File: config.mk
export PLATFORM = sky130hd
export DESIGN_NAME = bbw_ctrl
export DESIGN_NICKNAME = d
export VERILOG_FILES = /design/src/box_blur_window_average_defines.svh /design/src/bbw_pkg.sv /design/src/bbw_ctrl.sv
export SDC_FILE = /design/constraint.sdc
export NUM_CORES = 1
export LEC_CHECK = 0
export BUFFER_PORTS_ARGS = -buffer_cell sky130_fd_sc_hd__buf_2
export CAP_MARGIN = 20
export CELL_PAD_IN_SITES_DETAIL_PLACEMENT = 1
export CELL_PAD_IN_SITES_GLOBAL_PLACEMENT = 2
export CORE_AREA = 2 2 39 41
export DETAILED_ROUTE_END_ITERATION = 8
export DIE_AREA = 0 0 41 43
export PLACE_DENSITY = 0.67
export SYNTH_ARGS = -nofsm -noshare
export SYNTH_HDL_FRONTEND = slang
export SYNTH_SLANG_ARGS = --single-unit
File: constraint.sdc
create_clock -name clk -period 1.6 [get_ports clk]
set_clock_uncertainty 0.2 [all_clocks]
set_input_delay 0.24 -clock clk [delete_from_list [all_inputs] [get_ports clk]]
set_output_delay 0.24 -clock clk [all_outputs]
set_load 0.02 [all_outputs]
File: src/box_blur_window_average_defines.svh
// Assertion macros shared by the box blur window average block.
// No dependencies; included by files that carry concurrent assertions.
`ifndef BOX_BLUR_WINDOW_AVERAGE_DEFINES_SVH
`define BOX_BLUR_WINDOW_AVERAGE_DEFINES_SVH

// Check that a condition implies another in the same cycle.
`define BBW_ASSERT_IMPLY(label, clk, rst, cond, prop, msg) \
  label: assert property (@(posedge clk) disable iff (rst) (cond) |-> (prop)) \
    else $error(msg);

// Check that a condition implies another in the following cycle.
`define BBW_ASSERT_NEXT(label, clk, rst, cond, prop, msg) \
  label: assert property (@(posedge clk) disable iff (rst) (cond) |=> (prop)) \
    else $error(msg);

`endif

File: src/bbw_pkg.sv
// Shared types and constants for the box blur window average block.
// No dependencies; imported by the controller, datapath and top level.
package bbw_pkg;

  localparam int DEF_MAX_WIDTH  = 256;
  localparam int DEF_MAX_HEIGHT = 256;
  localparam int DEF_MAX_RADIUS = 12;

  localparam int POS_W    = 8;
  localparam int CHAN_W   = 8;
  localparam int COORD_W  = 9;
  localparam int DIM_W    = 9;
  localparam int RAD_W    = 4;
  localparam int CFG_IDX_W = 2;
  localparam int CFG_DATA_W = 9;
  localparam int PIXEL_W  = 3 * CHAN_W;

  localparam logic [DIM_W-1:0] RESET_WIDTH  = 9'd256;
  localparam logic [DIM_W-1:0] RESET_HEIGHT = 9'd256;
  localparam logic [RAD_W-1:0] RESET_RADIUS = 4'd12;

  localparam logic [CFG_IDX_W-1:0] CFG_FRAME_WIDTH  = 2'd0;
  localparam logic [CFG_IDX_W-1:0] CFG_FRAME_HEIGHT = 2'd1;
  localparam logic [CFG_IDX_W-1:0] CFG_BLUR_RADIUS  = 2'd2;

  localparam logic OP_LOAD  = 1'b0;
  localparam logic OP_QUERY = 1'b1;

  typedef enum logic [2:0] {
    ST_IDLE,
    ST_SCAN,
    ST_DRAIN,
    ST_DIVIDE,
    ST_DONE
  } state_t;

  typedef struct packed {
    logic load_write;
    logic query_start;
    logic scan_step;
    logic div_init;
    logic div_step;
    logic out_load;
  } cmd_t;

  typedef struct packed {
    logic in_query;
    logic in_inside;
    logic scan_last;
    logic div_done;
    logic out_free;
  } status_t;

endpackage

File: src/bbw_ctrl.sv
// Controller state machine for the box blur window average block.
// Depends on bbw_pkg; drives the datapath through cmd_t and reads status_t.
module bbw_ctrl (
  input  logic              clk,
  input  logic              rst,
  input  logic              in_valid,
  output logic              in_ready,
  input  bbw_pkg::status_t  status,
  output bbw_pkg::cmd_t     cmd
);
  import bbw_pkg::*;

  state_t state;
  state_t state_next;

  always_ff @(posedge clk) begin
    if (rst) begin
      state <= ST_IDLE;
    end else begin
      state <= state_next;
    end
  end

  always_comb begin
    state_next = state;
    unique case (state)
      ST_IDLE: begin
        if (in_valid && status.in_query) begin
          state_next = status.in_inside ? ST_SCAN : ST_DONE;
        end
      end
      ST_SCAN: begin
        if (status.scan_last) begin
          state_next = ST_DRAIN;
        end
      end
      ST_DRAIN: begin
        state_next = ST_DIVIDE;
      end
      ST_DIVIDE: begin
        if (status.div_done) begin
          state_next = ST_DONE;
        end
      end
      ST_DONE: begin
        if (status.out_free) begin
          state_next = ST_IDLE;
        end
      end
      default: begin
        state_next = ST_IDLE;
      end
    endcase
  end

  always_comb begin
    cmd      = '0;
    in_ready = 1'b0;
    unique case (state)
      ST_IDLE: begin
        in_ready        = 1'b1;
        cmd.load_write  = in_valid && !status.in_query;
        cmd.query_start = in_valid && status.in_query;
      end
      ST_SCAN: begin
        cmd.scan_step = 1'b1;
      end
      ST_DRAIN: begin
        cmd.div_init = 1'b1;
      end
      ST_DIVIDE: begin
        cmd.div_step = !status.div_done;
      end
      ST_DONE: begin
        cmd.out_load = status.out_free;
      end
      default: begin
        cmd = '0;
      end
    endcase
  end

endmodule

-- Word-level counts from Yosys, hierarchy flattened
Index checks and enable logic that the tools add are counted.
- eq/ne operators: 8
- muxes and demuxes: 12
- reduce and logical (&&, ||, !) cells: 6
- operators by type and width (kind ; count):
    3-bit 2-to-1 mux ; 5
    3-bit case mux with 5 select lines ; 1
    2-bit inequality test (second input constant) ; 4
    3-bit by 2-bit == test with 1-bit output (second input constant) ; 2
    1-bit 2-to-1 mux ; 5
    4-bit AND reduction ; 1
    3-bit by 1-bit == test with 1-bit output (second input constant) ; 1
    3-bit == test (second input constant) ; 1
    3-bit zero test ; 1
    1-bit logical AND ; 2
    1-bit zero test ; 2
    2-bit 2-to-1 mux ; 1
- register bits: 3
- input port bits: 8
- output and inout bits: 7
- word-level logic and storage cells: 27

-- Longest topological paths before layout
- word-level depth: 3
- depth in mapped cells: 4
- mapped depth without buffers: 3

-- Worst setup path after synthesis
Ideal clock, no wire load.
- path kind: reg-to-output
- start point: register state[1]
- end point: output cmd[5] (netlist bit)
- data arrival time: 1.463 ns
- required time: 1.160 ns
- path slack: -0.303 ns
- stages on the path, launching flop included: 5
- cell sequence: dfxtp_1 buf_4 nor3_1 nand2_1 nor2_1
- RTL lines (element ; RTL line ; text):
    start: declaration ; bbw_ctrl.sv:13 ; state_t state;
    start signal: assignment ; bbw_ctrl.sv:20 ; state <= state_next;
    end: declaration ; bbw_ctrl.sv:9 ; output bbw_pkg::cmd_t cmd

==> results.yml <==
clock_network:
  clkSinkCount: 3
  insertion_delay_ps: 230
  numCtsBuffers: 3
  ctsHoldBuffers: 0
  clockBufferDepth: 2
  cts.htree.levels: 1
  tritoncts: "done"
  ctsRootBufferMaster: "clkbuf_4"
  cts.clk_slew.worst_paths_ps: 30
route:
  drc: 0
  dr.pass1.iters: 2
  ant_nets: 0
  drt_wl_total_um: 731
  avgViaCountPerCell: 4.52
  wl_per_cell_um: 11.1
  drt_iter0_drc: 3
  vias: 298
die:
  fp.dieW_um: 41
  rows: 14
  initial_core_util_pct: 18.5
  core-area_um2: 1380
  fp.dieH_um: 43
  ios: 15
  die-area_um2: 1760
synth:
  ys_top_cells_by_count: "3 x dfxtp_1, 3 x nor3b_1"
  synth_edf_count: 0
  avgSynthCellArea_um2: 8.55
  async_flop_share_pct: 0
  synth_cell_types: 20
  ys_seq_area_share_pct: 23.4
  synth_compound_area_share_pct: 13.2
  synth_simple_gate_area_share_pct: 50.2
  synth_adder_area_share_pct: 0
  yosysTopAreaCell: "dfxtp_1"
  synthCells: 30
  netlist_area_um2: 256
  synthMuxAreaShare_pct: 3.90
  synth_ff_type: "dfxtp_1"
  synth_warnings: 0
  netlist.area_leader.share_pct: 23.4
  synth_xor_area_share_pct: 0
  synth_nets: 38
  ys_top_cells_by_area: "dfxtp_1 23%, nor3b_1 8.8%, nor2_8 7.8%"
  synth_top_family_by_area: "simple AND/OR/NAND/NOR gates"
  ys_ff_latch: 3
worst_setup_path:
  crit_chain: "nand2b_1 > nor3b_2 > buf_4"
  cp.arrival_ps: 1120
  cp_num_buf_inv: 1
  cp_top_family: "flip-flops"
  cp-end-kind: "primary output"
  critical_path_peak_fanout: 9
  r2r_slack_ps: 180
  cpPeakStageDelay_ps: 370
  cp_slowest_cell: "dfxtp_4"
  startpoint_type: "flip-flop"
  cp.required_ps: 1160
  criticalPathCategory: "reg2out"
worst_hold_path:
  hp-class: "in2reg"
layout:
  antenna_cells: 0
  largest_register_ffs: 3
  area_growth_pct: 65.9
  top_register: "state"
  final_cell_count_no_fill: 66
  top_regs: "state: 3 flops"
  final_nets: 59
  drive_gt1_share_pct: 56.0
grt:
  gr-total-overflow: 0
  grt_max_degree: 15
  grtUsageTotal_pct: 8.84
  grt_pass1_vias: 243
  antenna_found_initial: 0
  grt_pass1_wl_um: 1040
timing:
  drv_slew: 0
  worst_pin_slew_ps: 286
  hold_viol_final: 0
  slew_headroom_pct: 81.0
  post-route-period-util_pct: 97.3
  fmax_ghz: 0.643
  setup_viol: 0
  rsz0062_at_grt: "yes"
  min_period_ps: 1560
  hold_slack_ps: 23.4
placed_design:
  dpl.cell_count: 57
  hpwl_um: 494
  place.gp.congestion: 0.659
  io_buffers: 14
power_and_ir_drop:
  vdd_drop_max_mv: 0.412
  leakage_uw: 0.000206
  p_per_area_nw_per_um2: 1050
job:
  maxCapViolations: 0
run_status:
  outcome: "finished clean"
## logic make-up (layout without fill, tap and decap cells)
group,count (synthesis),count (layout)
muxes,1,1
AOI/OAI and AO/OA,5,5
buffers and inverters,3,23
DFF,3,3
and+or+nand+nor,18,18
## worst register-to-register path, cell delays in order, from the launching register on
cell and delay [ps]:
dfxtp_4 360, buf_4 140, or4_1 490, mux2i_1 150
## metal layers
layer | vias up | track usage [%] | wire length [µm]
met2 | 12 | 10.6 | 342
met3 | 0 | 5.24 | 58
met5 | - | 0 | 0
met4 | 0 | 4.00 | 0
li1 | 153 | - | -
met1 | 133 | 12.3 | 330
## worst paths after layout
kind,start,endpoint,depth (start not counted)
worst max register to register,state[0],state[0],3
worst min-delay path,rst,state[1],2
worst max-delay path,state[1],cmd[0],3
worst min register to register,state[2],state[1],1
## per-stage QoR
step | setup WS [ps] | power (µW) | area, µm² | utilization, % | TNS, ps
final | 43.7 | 445 | 425 | 30.7 | 0
after global routing | -24.6 | 482 | 425 | 30.7 | -58.3
after detailed placement | 79.8 | 273 | 334 | 24.1 | 0
after floorplan | 4.75 | 235 | 268 | - | 0
after global placement | 97.0 | 273 | 334 | 24.1 | 0
after CTS | 7.99 | 421 | 382 | 27.6 | 0
## power by group
group | leakage (µW) | internal, µW | total (µW) | switching [µW]
registers | 0.0000267 | 90.0 | 118 | 28.3
clock network | 0.0000150 | 93.4 | 132 | 38.5
logic | 0.000164 | 100 | 195 | 95.1
## area by class of cell
cell class / count / area (µm²)
fill: 174 / 958
multi-input combinational: 24 / 189
timing repair buffer: 19 / 119
sequential: 3 / 71.3
clock buffer: 4 / 26.3
tap: 16 / 20.0
## cells in the final DEF (no fill, tap or decap)
cell	count
a21oi_1	2
buf_6	1
nor3b_2	1
nand3b_1	1
dfxtp_4	3
or4_1	1
nor2_1	2
nand2b_1	2
clkbuf_4	3
mux2i_1	1
nor3_4	1
a31o_1	1
nor3_1	1
a21o_1	1
clkbuf_1	1
buf_2	11
nor2_8	1
and4bb_1	1
nor4_1	2
and3_1	2
a211oi_1	1
buf_4	7
nor3b_1	2
nand2_1	1
## repair_timing
item                                    in CTS  in global routing
buffers inserted                             2                  3
endpoints found under the setup margin       6                  5
pin swaps                                    0                  2
hold endpoints to repair                     0                  0
resized for setup                            4                  7
Power figures use the tool's default switching activity.
